### src/pitp_pkg.sv
// Package for the point-in-transformed-polygon unit.
// Holds register indexes, operation codes, controller/datapath structs and
// the 32-bit saturation helper. No dependencies.
package pitp_pkg;

   localparam logic [2:0] REG_VERTEX_COUNT = 3'd0;
   localparam logic [2:0] REG_OFFSET_X     = 3'd1;
   localparam logic [2:0] REG_OFFSET_Y     = 3'd2;
   localparam logic [2:0] REG_SCALE_X      = 3'd3;
   localparam logic [2:0] REG_SCALE_Y      = 3'd4;
   localparam logic [2:0] REG_ROT_COS      = 3'd5;
   localparam logic [2:0] REG_ROT_SIN      = 3'd6;

   localparam logic OP_WRITE_VERTEX = 1'b0;
   localparam logic OP_TEST_POINT   = 1'b1;

   // commands from controller to datapath
   typedef struct packed {
      logic wr_vertex;  // store request coordinates in vertex memory
      logic start;      // latch query point, clear counters
      logic rd;         // read vertex k
      logic scale;      // per-axis scale products
      logic rot;        // rotation products
      logic sum;        // combine, offset, saturate
      logic inc;        // advance vertex index
      logic edge_chk;   // edge products and range test
      logic final_edge; // closing edge uses the first vertex
      logic cmp;        // decide crossing, accumulate
      logic load_zero;  // result of zeros
   } cmd_type;

   // status from datapath to controller
   typedef struct packed {
      logic n_zero;
      logic first;
      logic last;
   } sts_type;

   function automatic logic signed [31:0] sat32(input logic signed [47:0] v);
      logic signed [31:0] r;
      if (v > 48'sd2147483647) r = 32'sh7FFFFFFF;
      else if (v < -48'sd2147483648) r = 32'sh80000000;
      else r = v[31:0];
      return r;
   endfunction

endpackage

### src/pitp_ctrl.sv
// Controller state machine of the point-in-transformed-polygon unit.
// Sequences vertex reads, transform steps and edge tests. Uses pitp_pkg.
module pitp_ctrl (
   input  logic              clock,
   input  logic              reset,
   input  logic              req_valid,
   output logic              req_stall,
   input  logic              req_operation,
   output logic              rsp_valid,
   input  logic              rsp_stall,
   input  pitp_pkg::sts_type sts,
   output pitp_pkg::cmd_type cmd
);

   localparam logic [2:0] ST_IDLE  = 3'd0;
   localparam logic [2:0] ST_READ  = 3'd1;
   localparam logic [2:0] ST_SCALE = 3'd2;
   localparam logic [2:0] ST_ROT   = 3'd3;
   localparam logic [2:0] ST_SUM   = 3'd4;
   localparam logic [2:0] ST_EDGE  = 3'd5;
   localparam logic [2:0] ST_CMP   = 3'd6;
   localparam logic [2:0] ST_RESP  = 3'd7;

   logic [2:0] state_ff, state_in;
   logic       final_ff, final_in;

   assign req_stall = (state_ff != ST_IDLE);
   assign rsp_valid = (state_ff == ST_RESP);

   always_comb begin
      state_in = state_ff;
      final_in = final_ff;
      cmd      = '0;
      cmd.final_edge = final_ff;
      case (state_ff)
         ST_IDLE: begin
            if (req_valid) begin
               if (req_operation == pitp_pkg::OP_WRITE_VERTEX) begin
                  cmd.wr_vertex = 1'b1;
                  cmd.load_zero = 1'b1;
                  state_in      = ST_RESP;
               end else begin
                  cmd.start = 1'b1;
                  final_in  = 1'b0;
                  if (sts.n_zero) begin
                     cmd.load_zero = 1'b1;
                     state_in      = ST_RESP;
                  end else begin
                     state_in = ST_READ;
                  end
               end
            end
         end
         ST_READ: begin
            cmd.rd   = 1'b1;
            state_in = ST_SCALE;
         end
         ST_SCALE: begin
            cmd.scale = 1'b1;
            state_in  = ST_ROT;
         end
         ST_ROT: begin
            cmd.rot  = 1'b1;
            state_in = ST_SUM;
         end
         ST_SUM: begin
            cmd.sum = 1'b1;
            if (sts.first) begin
               // first vertex opens the chain; only a single-vertex polygon goes on to the closing edge
               if (sts.last) begin
                  final_in = 1'b1;
                  state_in = ST_EDGE;
               end else begin
                  cmd.inc  = 1'b1;
                  state_in = ST_READ;
               end
            end else begin
               state_in = ST_EDGE;
            end
         end
         ST_EDGE: begin
            cmd.edge_chk = 1'b1;
            state_in     = ST_CMP;
         end
         ST_CMP: begin
            cmd.cmp = 1'b1;
            if (final_ff) begin
               state_in = ST_RESP;
            end else if (sts.last) begin
               final_in = 1'b1;
               state_in = ST_EDGE;
            end else begin
               cmd.inc  = 1'b1;
               state_in = ST_READ;
            end
         end
         ST_RESP: begin
            if (!rsp_stall) state_in = ST_IDLE;
         end
         default: begin
            state_in = ST_IDLE;
         end
      endcase
   end

   always_ff @(posedge clock) begin
      if (reset) begin
         state_ff <= ST_IDLE;
         final_ff <= 1'b0;
      end else begin
         state_ff <= state_in;
         final_ff <= final_in;
      end
   end

   a_resp_release: assert property (@(posedge clock) disable iff (reset)
      (state_ff == ST_RESP && !rsp_stall) |=> (state_ff == ST_IDLE))
      else $error("result not released after transaction");

   a_edge_then_cmp: assert property (@(posedge clock) disable iff (reset)
      (state_ff == ST_EDGE) |=> (state_ff == ST_CMP && $stable(final_ff)))
      else $error("edge test not followed by compare");

endmodule

### config.mk
export PLATFORM = sky130hd
export DESIGN_NAME = pitp_ctrl
export DESIGN_NICKNAME = d
export VERILOG_FILES = /design/src/pitp_pkg.sv /design/src/pitp_ctrl.sv
export SDC_FILE = /design/constraint.sdc
export NUM_CORES = 1
export LEC_CHECK = 0
export BUFFER_PORTS_ARGS = -buffer_cell sky130_fd_sc_hd__buf_2
export CORE_AREA = 10 10 47 49
export CTS_CLUSTER_SIZE = 10
export DETAILED_ROUTE_END_ITERATION = 8
export DIE_AREA = 0 0 57 59
export PLACE_DENSITY = 0.55
export RECOVER_POWER = 100
export SLEW_MARGIN = 20
export SYNTH_ARGS = -nofsm -noshare
export SYNTH_HDL_FRONTEND = slang
export SYNTH_SLANG_ARGS = --single-unit
### constraint.sdc
create_clock -name clock -period 1.3 [get_ports clock]
set_clock_uncertainty 0.05 [all_clocks]
set_input_delay 0.195 -clock clock [delete_from_list [all_inputs] [get_ports clock]]
set_output_delay 0.195 -clock clock [all_outputs]
set_load 0.02 [all_outputs]
[Word level (Yosys, flattened, before mapping)]
Index checks and enable logic that the tools add are counted.
Word-level totals
  input bits: 8
  bits in read-only memories: 0
  logic and storage cells: 52
  bits in latches: 0
  bits in registers: 4
  memories kept: 0
  RAM bits: 0
Cells by class
  shift-type cells: 0
  eq/ne operators: 12
  $mul: 0
  reductions and logical operators: 5
  bitwise operators: 0
  $lt $le $gt $ge: 0
  add/sub/neg operators: 0
  divide/modulo/power cells: 0
  multiplexer cells: 33
Operators by type and width (number)
  case mux 3 bit (8 select lines): 1
  2-to-1 mux 1 bit: 21
  2-to-1 mux 3 bit: 7
  equality test 3 bit, second input constant: 4
  inequality test 2 bit, second input constant: 5
  equality test 3 x 2 -> 1 bit, second input constant: 2
  nonzero test 3 bit: 2
  AND reduction 5 bit: 1
  2-to-1 mux 2 bit: 2
  equality test 3 x 1 -> 1 bit, second input constant: 1
  logical NOT 3 bit: 1
  case mux 1 bit (3 select lines): 1
  case mux 1 bit (2 select lines): 1
  AND reduction 2 bit: 1

[Logic depth before layout (Yosys ltp)]
Gate-level depths: netlist of run 1.
  word-level depth: 4
  gate-level depth with buffers: 6
  depth with buffers taken out: 5

[Least setup slack after synthesis of run 1]
OpenSTA, ideal clock, no wires.
  path type: reg2out
  start: register state_ff[0]
  end: output cmd[6] (netlist bit)
  stages on the path, launching flop included: 3
  setup slack: -115 ps
  arrival time: 1170 ps
  buffers on the path: 1
  cell sequence: dfxtp_1 > buf_2 > nor3b_1
RTL lines
  start, declared: RTL line pitp_ctrl.sv:24  | logic [2:0] state_ff, state_in;
  start signal, assigned: RTL line pitp_ctrl.sv:111  | state_ff <= state_in;
  end, declared: RTL line pitp_ctrl.sv:12  | output pitp_pkg::cmd_type cmd

==> metrics.txt, run 1 <==
# TYPE chip_impl_metric gauge
chip_impl_metric{name="cts_max_path_buffers",unit=""} 2
chip_impl_metric{name="post-route-util",unit="%"} 52.4
chip_impl_metric{name="synth.ff_latch_count",unit=""} 4
chip_impl_metric{name="path_max_fanout",unit=""} 4
chip_impl_metric{name="power_per_cell_area",unit="nW/um^2"} 1770
chip_impl_metric{name="netlist-cell-type-count",unit=""} 24
chip_impl_metric{name="leakagePower",unit="nW"} 0.313
chip_impl_metric{name="first_global_vias",unit=""} 487
chip_impl_info{name="global_route.peak_usage_layer",value="met2"} 1
chip_impl_metric{name="clk_pin_slew",unit="ns"} 0.04
chip_impl_metric{name="layout.cell_area.non_filler",unit="um^2"} 734
chip_impl_metric{name="reg2reg_depth",unit=""} 5
chip_impl_metric{name="timing.critical_path.arrival",unit="ns"} 1.17
chip_impl_metric{name="multiInputGateArea",unit="um^2"} 350
chip_impl_metric{name="worstSkewPairLatency",unit="ns"} 0.23
chip_impl_metric{name="grt_use_met3",unit="%"} 4.51
chip_impl_metric{name="power_frac_seq",unit="%"} 19.3
chip_impl_metric{name="number_of_fill_cells_in_the_layout",unit=""} 141
chip_impl_metric{name="fmax",unit="MHz"} 709
chip_impl_metric{name="count_of_hold_fix_buffers_inserted_at_cts",unit=""} 0
chip_impl_metric{name="clkSinkCount",unit=""} 4
chip_impl_metric{name="final_nets",unit=""} 88
chip_impl_info{name="timing.critical_path.slowest_stage_cell",value="dfxtp_4"} 1
chip_impl_info{name="tritoncts_clock_tree",value="done"} 1
chip_impl_metric{name="dr.pass1.iters",unit=""} 3
chip_impl_metric{name="drive_above_1_share",unit="%"} 76.9
chip_impl_info{name="status",value="finished with violations"} 1
chip_impl_metric{name="use_met1",unit="%"} 7.03
chip_impl_metric{name="placement_rows",unit=""} 14
chip_impl_metric{name="worst_slack",unit="ns"} -0.111
chip_impl_metric{name="worstPathRequired",unit="ns"} 1.05
chip_impl_info{name="critical_path.startpoint",value="state_ff[1]"} 1
chip_impl_info{name="timing.critical_path.to_type",value="output port"} 1
chip_impl_metric{name="power.internal",unit="mW"} 0.725
chip_impl_metric{name="ioPinCount",unit=""} 21
chip_impl_metric{name="antenna_cells_inserted",unit=""} 0
chip_impl_metric{name="max-slew-margin-rel",unit="%"} 82.4
chip_impl_metric{name="die-width",unit="um"} 57
chip_impl_metric{name="drtAntennaViolNets",unit=""} 0
chip_impl_metric{name="fin_crit_sh",unit="%"} 109
chip_impl_info{name="cell_family_contributing_the_most_delay_on_the_critical_path",value="flip-flops"} 1
chip_impl_metric{name="number_of_cts_inserted_buffers",unit=""} 3
chip_impl_metric{name="die_h",unit="um"} 59
chip_impl_metric{name="place.detailed.hpwl",unit="um"} 916
chip_impl_metric{name="cap_viol_max_count",unit=""} 0
chip_impl_info{name="critical_path_cell_by_cell",value="nor3_4 -> nand2_2 -> a21oi_2 -> buf_4"} 1
chip_impl_metric{name="clock_power_share",unit="%"} 11.4
chip_impl_metric{name="syn_inst",unit=""} 50
chip_impl_metric{name="worst-path-stages",unit=""} 4
chip_impl_info{name="violations",value="negative setup slack"} 1
chip_impl_metric{name="detail_route.drc_violations",unit=""} 0
chip_impl_metric{name="final-hold-violation-count",unit=""} 0
chip_impl_info{name="critPathLaunchType",value="flop"} 1
chip_impl_metric{name="timing.final.crit_period",unit="ns"} 1.41
chip_impl_metric{name="tightestPinTransition",unit="ns"} 0.262
chip_impl_metric{name="final_max_slew_viol_count",unit=""} 0
chip_impl_metric{name="syn_nets",unit=""} 58
chip_impl_metric{name="netSwitchingFraction",unit="%"} 44.2
chip_impl_metric{name="floorplan.initialDensity",unit="%"} 27.9
chip_impl_metric{name="r2r_slack",unit="ns"} 0.02
chip_impl_info{name="min_path_type",value="in2reg"} 1
chip_impl_metric{name="cell_area_after_technology_mapping",unit="um^2"} 392
chip_impl_metric{name="initial_antenna_violation_count",unit=""} 0
chip_impl_metric{name="syn_avg_cell_area",unit="um^2"} 7.83
chip_impl_metric{name="route.detailed.wl_per_inst",unit="um"} 14.4
chip_impl_metric{name="setup_violations",unit=""} 7
chip_impl_info{name="critPathKind",value="reg2out"} 1
chip_impl_metric{name="routed-via-count",unit=""} 469
chip_impl_metric{name="area_of_all_sequential_standard_cells",unit="um^2"} 91.3
chip_impl_metric{name="placement.cell_area",unit="um^2"} 537
chip_impl_metric{name="power.ir.vdd_worst",unit="mV"} 1.03
chip_impl_metric{name="gp_routability_congestion",unit=""} 0.744
chip_impl_metric{name="core",unit="um^2"} 1400
chip_impl_info{name="cts_root_buf",value="clkbuf_4"} 1
chip_impl_info{name="rsz0062_at_grt",value="yes"} 1
chip_impl_metric{name="globalRoute.totalOverflow",unit=""} 0
chip_impl_metric{name="port-buffer-count",unit=""} 20
chip_impl_metric{name="drt_wl_total",unit="um"} 1360
chip_impl_metric{name="use_met2",unit="%"} 13.5
chip_impl_metric{name="synth_sequential_area_ratio",unit="%"} 20.4
chip_impl_info{name="critical_path.endpoint",value="cmd[0]"} 1
chip_impl_metric{name="drt_iter0_drc",unit=""} 1
chip_impl_metric{name="design.die.area",unit="um^2"} 3360
chip_impl_metric{name="critPathMaxStageDelay",unit="ns"} 0.36
chip_impl_metric{name="vias_per_cell",unit=""} 4.99
chip_impl_metric{name="htreeDepth",unit=""} 1
chip_impl_metric{name="path_buf_inv",unit=""} 1
chip_impl_metric{name="synthesis.yosys.warnings",unit=""} 0
chip_impl_metric{name="area_growth_syn_to_layout",unit="%"} 87.5
chip_impl_metric{name="power.switching",unit="mW"} 0.575
chip_impl_metric{name="track_usage",unit="%"} 7.57
chip_impl_metric{name="grt_first_pass_wirelength",unit="um"} 2110
chip_impl_metric{name="grt_max_degree",unit=""} 15
chip_impl_info{name="worst_r2r_endpoint",value="final_ff"} 1
chip_impl_metric{name="share_comb_of_total_power",unit="%"} 69.2
chip_impl_info{name="timing.rr.start",value="state_ff[1]"} 1
-- cells by family (layout without fill, tap and decap cells) --
group,after synthesis,count (layout),synth area share [%]
buffers and inverters,8,36,11.8
and+or+nand+nor,22,22,33.2
muxes,3,3,7.67
AOI/OAI and AO/OA,13,13,26.8
DFF,4,4,20.4
-- Yosys cell counts (all sizes together) --
cell | number | area (um^2)
nor3 | 4 | 31.3
a211o | 1 | 10.0
buf | 4 | 31.3
nor4b | 1 | 8.76
inv | 4 | 15.0
nor3b | 2 | 15.0
a21oi | 8 | 51.3
dfxtp | 4 | 80.1
nand2b | 3 | 18.8
a31oi | 2 | 27.5
and3 | 3 | 21.3
nand2 | 2 | 7.51
mux2i | 3 | 30.0
o21bai | 1 | 11.3
nor2 | 6 | 22.5
nand3 | 1 | 5.00
o21ai | 1 | 5.00
-- flip-flops by register name, indices dropped and copies added, names as in the netlist --
register,count
final_ff,1
state_ff,3
-- cell type report --
| class | count | area share, % |
|---|---|---|
| clock buffers | 3 | 3.07 |
| inverters | 4 | 2.73 |
| multi-input cells | 38 | 47.7 |
| flip-flops and latches | 4 | 12.4 |
| well taps | 16 | 2.73 |
| repair buffers | 29 | 31.3 |
-- placed cells by master, fill, tap and decap left out, types with 2 or more instances in the layout --
cell,count
buf_4,12
a21oi_2,4
nor3b_2,2
buf_6,9
clkbuf_4,3
inv_1,2
nor2_1,3
nor2_4,2
buf_2,7
nor3_2,2
inv_4,2
mux2i_1,2
and3_4,2
a21oi_1,4
dfxtp_4,3
nand2b_4,2
-- what timing repair did --
action                                  CTS  global route
endpoints found under the hold margin     0             0
gates resized for setup                  19            26
pin swaps                                 1             6
setup buffers                             3             1
endpoints found under the setup margin   13            13
cloned                                    0             0
-- worst reg2reg max path, stage by stage (launching register included) --
cell and delay, ns:
dfxtp_4 0.38, buf_6 0.14, nand2b_4 0.14, a21oi_1 0.05, nor3_1 0.22, mux2i_1 0.22
-- stage by stage --
stage               setup slack [ns]  power, mW  hold WS, ns  TNS (ns)  cells
detailed placement          -0.00913      0.842        0.448  -0.00913     87
CTS                          -0.0862       1.13        0.208    -0.476     93
floorplan                     0.0315      0.670        0.309         0     50
global route                  -0.171       1.39        0.230    -0.965     94
global placement              0.0316      0.838        0.447         0     87
finish                        -0.111       1.30        0.211    -0.473     94
-- power groups by stage --
stage	Combinational [mW]	Clock [mW]	Sequential, mW
after floorplan	0.482	0	0.188
after global placement	0.621	0	0.217
after detailed placement	0.623	0	0.219
after CTS	0.740	0.153	0.236
after global routing	0.969	0.160	0.262
final	0.900	0.149	0.251
-- worst min path at each step --
stage / start / end / slack [ns] / depth (start not counted)
after floorplan: rsp_stall / state_ff[0] / 0.31 / 2
after global placement: final_ff / final_ff / 0.45 / 2
after detailed placement: rsp_stall / state_ff[1] / 0.45 / 3
after CTS: rsp_stall / state_ff[1] / 0.21 / 3
after global routing: rsp_stall / state_ff[0] / 0.23 / 3
final: rsp_stall / state_ff[1] / 0.21 / 3
-- metal layers --
layer	vias up	share of wire, %	wire, um
li1	234	-	-
met1	218	32	438
met2	13	58	784
met3	4	8.0	109
met4	0	1.8	24
met5	-	0	0
(Power assumes the default switching activity.)
==> run 2: changes to the inputs <==
Settings changed: BUFFER_PORTS_ARGS -buffer_cell sky130_fd_sc_hd__buf_2 to -buffer_cell sky130_fd_sc_hd__buf_4, CTS_BUF_LIST set to sky130_fd_sc_hd__clkbuf_2 sky130_fd_sc_hd__clkbuf_4 sky130_fd_sc_hd__clkbuf_8.
==> run 2 against run 1 <==
  * The flow still finishes with violations (negative setup slack)
  * Wire length fell by 17%
  * Critical path depth did not move
  * Sequential cell count did not move
  * Combinational power fell by 17%
  * Register-to-register slack improved by 0.09 ns
  * Largest power group unchanged
==> metrics.txt, run 2 (same netlist as run 1, synthesis figures left out) <==
# TYPE chip_impl_metric gauge
chip_impl_metric{name="globalRoute.totalOverflow",unit=""} 0
chip_impl_metric{name="port-buffer-count",unit=""} 20
chip_impl_metric{name="worst_slack",unit="ns"} -0.0846
chip_impl_metric{name="worstPathRequired",unit="ns"} 1.05
chip_impl_metric{name="area_growth_syn_to_layout",unit="%"} 69.3
chip_impl_metric{name="core",unit="um^2"} 1400
chip_impl_metric{name="clkSinkCount",unit=""} 4
chip_impl_info{name="min_path_type",value="in2reg"} 1
chip_impl_info{name="critPathKind",value="reg2out"} 1
chip_impl_info{name="timing.rr.start",value="state_ff[2]"} 1
chip_impl_metric{name="timing.critical_path.arrival",unit="ns"} 1.14
chip_impl_metric{name="place.detailed.hpwl",unit="um"} 912
chip_impl_metric{name="worstSkewPairLatency",unit="ns"} 0.23
chip_impl_metric{name="final_max_slew_viol_count",unit=""} 0
chip_impl_metric{name="pre_cts_ws",unit="ns"} 0.0358
chip_impl_info{name="regMostFlops",value="state_ff"} 1
chip_impl_metric{name="grt_max_degree",unit=""} 14
chip_impl_metric{name="track_usage",unit="%"} 6.96
chip_impl_metric{name="number_of_fill_cells_in_the_layout",unit=""} 152
chip_impl_metric{name="clk_pin_slew",unit="ns"} 0.04
chip_impl_metric{name="drive_above_1_share",unit="%"} 65.8
chip_impl_metric{name="drtAntennaViolNets",unit=""} 0
chip_impl_metric{name="fin_tns_setup",unit="ns"} -0.403
chip_impl_metric{name="drt_iter0_drc",unit=""} 4
chip_impl_metric{name="power.ir.vdd_worst",unit="mV"} 0.906
chip_impl_metric{name="setup_violations",unit=""} 9
chip_impl_metric{name="area_of_all_sequential_standard_cells",unit="um^2"} 88.8
chip_impl_metric{name="timing.final.crit_period",unit="ns"} 1.38
chip_impl_info{name="violations",value="negative setup slack"} 1
chip_impl_metric{name="detail_route.drc_violations",unit=""} 0
chip_impl_metric{name="number_of_cts_inserted_buffers",unit=""} 3
chip_impl_metric{name="final_nets",unit=""} 86
chip_impl_metric{name="tightestPinTransition",unit="ns"} 0.252
chip_impl_metric{name="max-slew-margin-rel",unit="%"} 83.1
chip_impl_info{name="tritoncts_clock_tree",value="done"} 1
chip_impl_metric{name="fmax",unit="MHz"} 722
chip_impl_metric{name="route.detailed.wl_per_inst",unit="um"} 12.3
chip_impl_metric{name="cts_max_path_buffers",unit=""} 2
chip_impl_metric{name="grt_first_pass_wirelength",unit="um"} 1900
chip_impl_metric{name="ioPinCount",unit=""} 21
chip_impl_metric{name="gp_routability_congestion",unit=""} 0.753
chip_impl_metric{name="leakagePower",unit="nW"} 0.295
chip_impl_metric{name="path_max_fanout",unit=""} 6
chip_impl_metric{name="design.die.area",unit="um^2"} 3360
chip_impl_metric{name="fin_crit_sh",unit="%"} 107
chip_impl_metric{name="floorplan.initialDensity",unit="%"} 27.9
chip_impl_metric{name="placement_rows",unit=""} 14
chip_impl_info{name="critical_path.startpoint",value="state_ff[1]"} 1
chip_impl_metric{name="htreeDepth",unit=""} 1
chip_impl_metric{name="die-width",unit="um"} 57
chip_impl_info{name="critPathLaunchType",value="flop"} 1
chip_impl_metric{name="largest_register_ffs",unit=""} 3
chip_impl_info{name="reg_top3",value="state_ff: 3 flops, final_ff: 1 flops"} 1
chip_impl_metric{name="final-hold-violation-count",unit=""} 0
chip_impl_metric{name="post_layout_nonfiller_instances",unit=""} 92
chip_impl_info{name="timing.critical_path.to_type",value="output port"} 1
chip_impl_metric{name="multiInputGateArea",unit="um^2"} 298
chip_impl_metric{name="initial_antenna_violation_count",unit=""} 0
chip_impl_metric{name="die_h",unit="um"} 59
chip_impl_metric{name="antenna_cells_inserted",unit=""} 0
chip_impl_metric{name="cap_viol_max_count",unit=""} 0
chip_impl_info{name="final_cell_mix",value="buf_4, nor2_1, a21oi_2, a21oi_1, buf_6"} 1
chip_impl_info{name="status",value="finished with violations"} 1
chip_impl_metric{name="power_per_cell_area",unit="nW/um^2"} 1720
chip_impl_info{name="cts_root_buf",value="clkbuf_4"} 1
chip_impl_metric{name="routed-via-count",unit=""} 454
chip_impl_info{name="min-delay-start",value="rsp_stall"} 1
chip_impl_metric{name="fin_worst_hold_slack",unit="ns"} 0.193
chip_impl_metric{name="dr.pass1.iters",unit=""} 2
chip_impl_info{name="rsz0062_at_grt",value="yes"} 1
chip_impl_metric{name="vias_per_cell",unit=""} 4.93
chip_impl_metric{name="drt_wl_total",unit="um"} 1130
chip_impl_metric{name="first_global_vias",unit=""} 469
chip_impl_metric{name="dpl.cell_count",unit=""} 87
chip_impl_info{name="layout_commonest_cell",value="buf_4"} 1
run 2: critical path: stages (launching register included):
cell	delay (ns)
dfxtp_4	0.36
nor3_4	0.20
nand2_2	0.08
a21oi_2	0.13
buf_6	0.14
run 2: layout make-up:
cell class | count | area share [%]
Sequential cell | 4 | 13.4
Clock buffer | 3 | 3.40
Tap cell | 16 | 3.02
Multi-Input combinational cell | 38 | 44.9
Timing Repair Buffer | 27 | 32.3
Inverter | 4 | 3.02
run 2: power breakdown:
part	switching (mW)	leakage (nW)	internal (mW)
clock	0.0500	0.0138	0.103
sequential	0.0715	0.0345	0.167
combinational	0.377	0.247	0.371
total	0.499	0.295	0.641
run 2: metal layers:
layer,track usage [%],routed length [um]
met5,0,0
met4,5.03,20
met3,2.58,89
met2,12.4,604
met1,6.43,419
run 2: final timing paths:
kind,to,cells past startpoint,slack [ns]
worst min register to register,final_ff,2,0.47
worst max-delay path,cmd[0],4,-0.08
worst min-delay path,state_ff[1],3,0.19
worst max register to register,final_ff,5,0.11
run 2: through the flow:
step	utilization (%)	cell area [um^2]	power, mW
after CTS	46.3	649	1.12
after floorplan	-	410	0.670
final	47.3	663	1.14
after global placement	41.9	587	0.891
after global routing	47.3	663	1.23
after detailed placement	41.9	587	0.888
run 2: timing repair:
item,4_1_cts,5_1_grt
buffers inserted,2,0
setup endpoints to repair,12,13
pin swaps,3,0
hold buffers,0,0
resized for setup,9,6
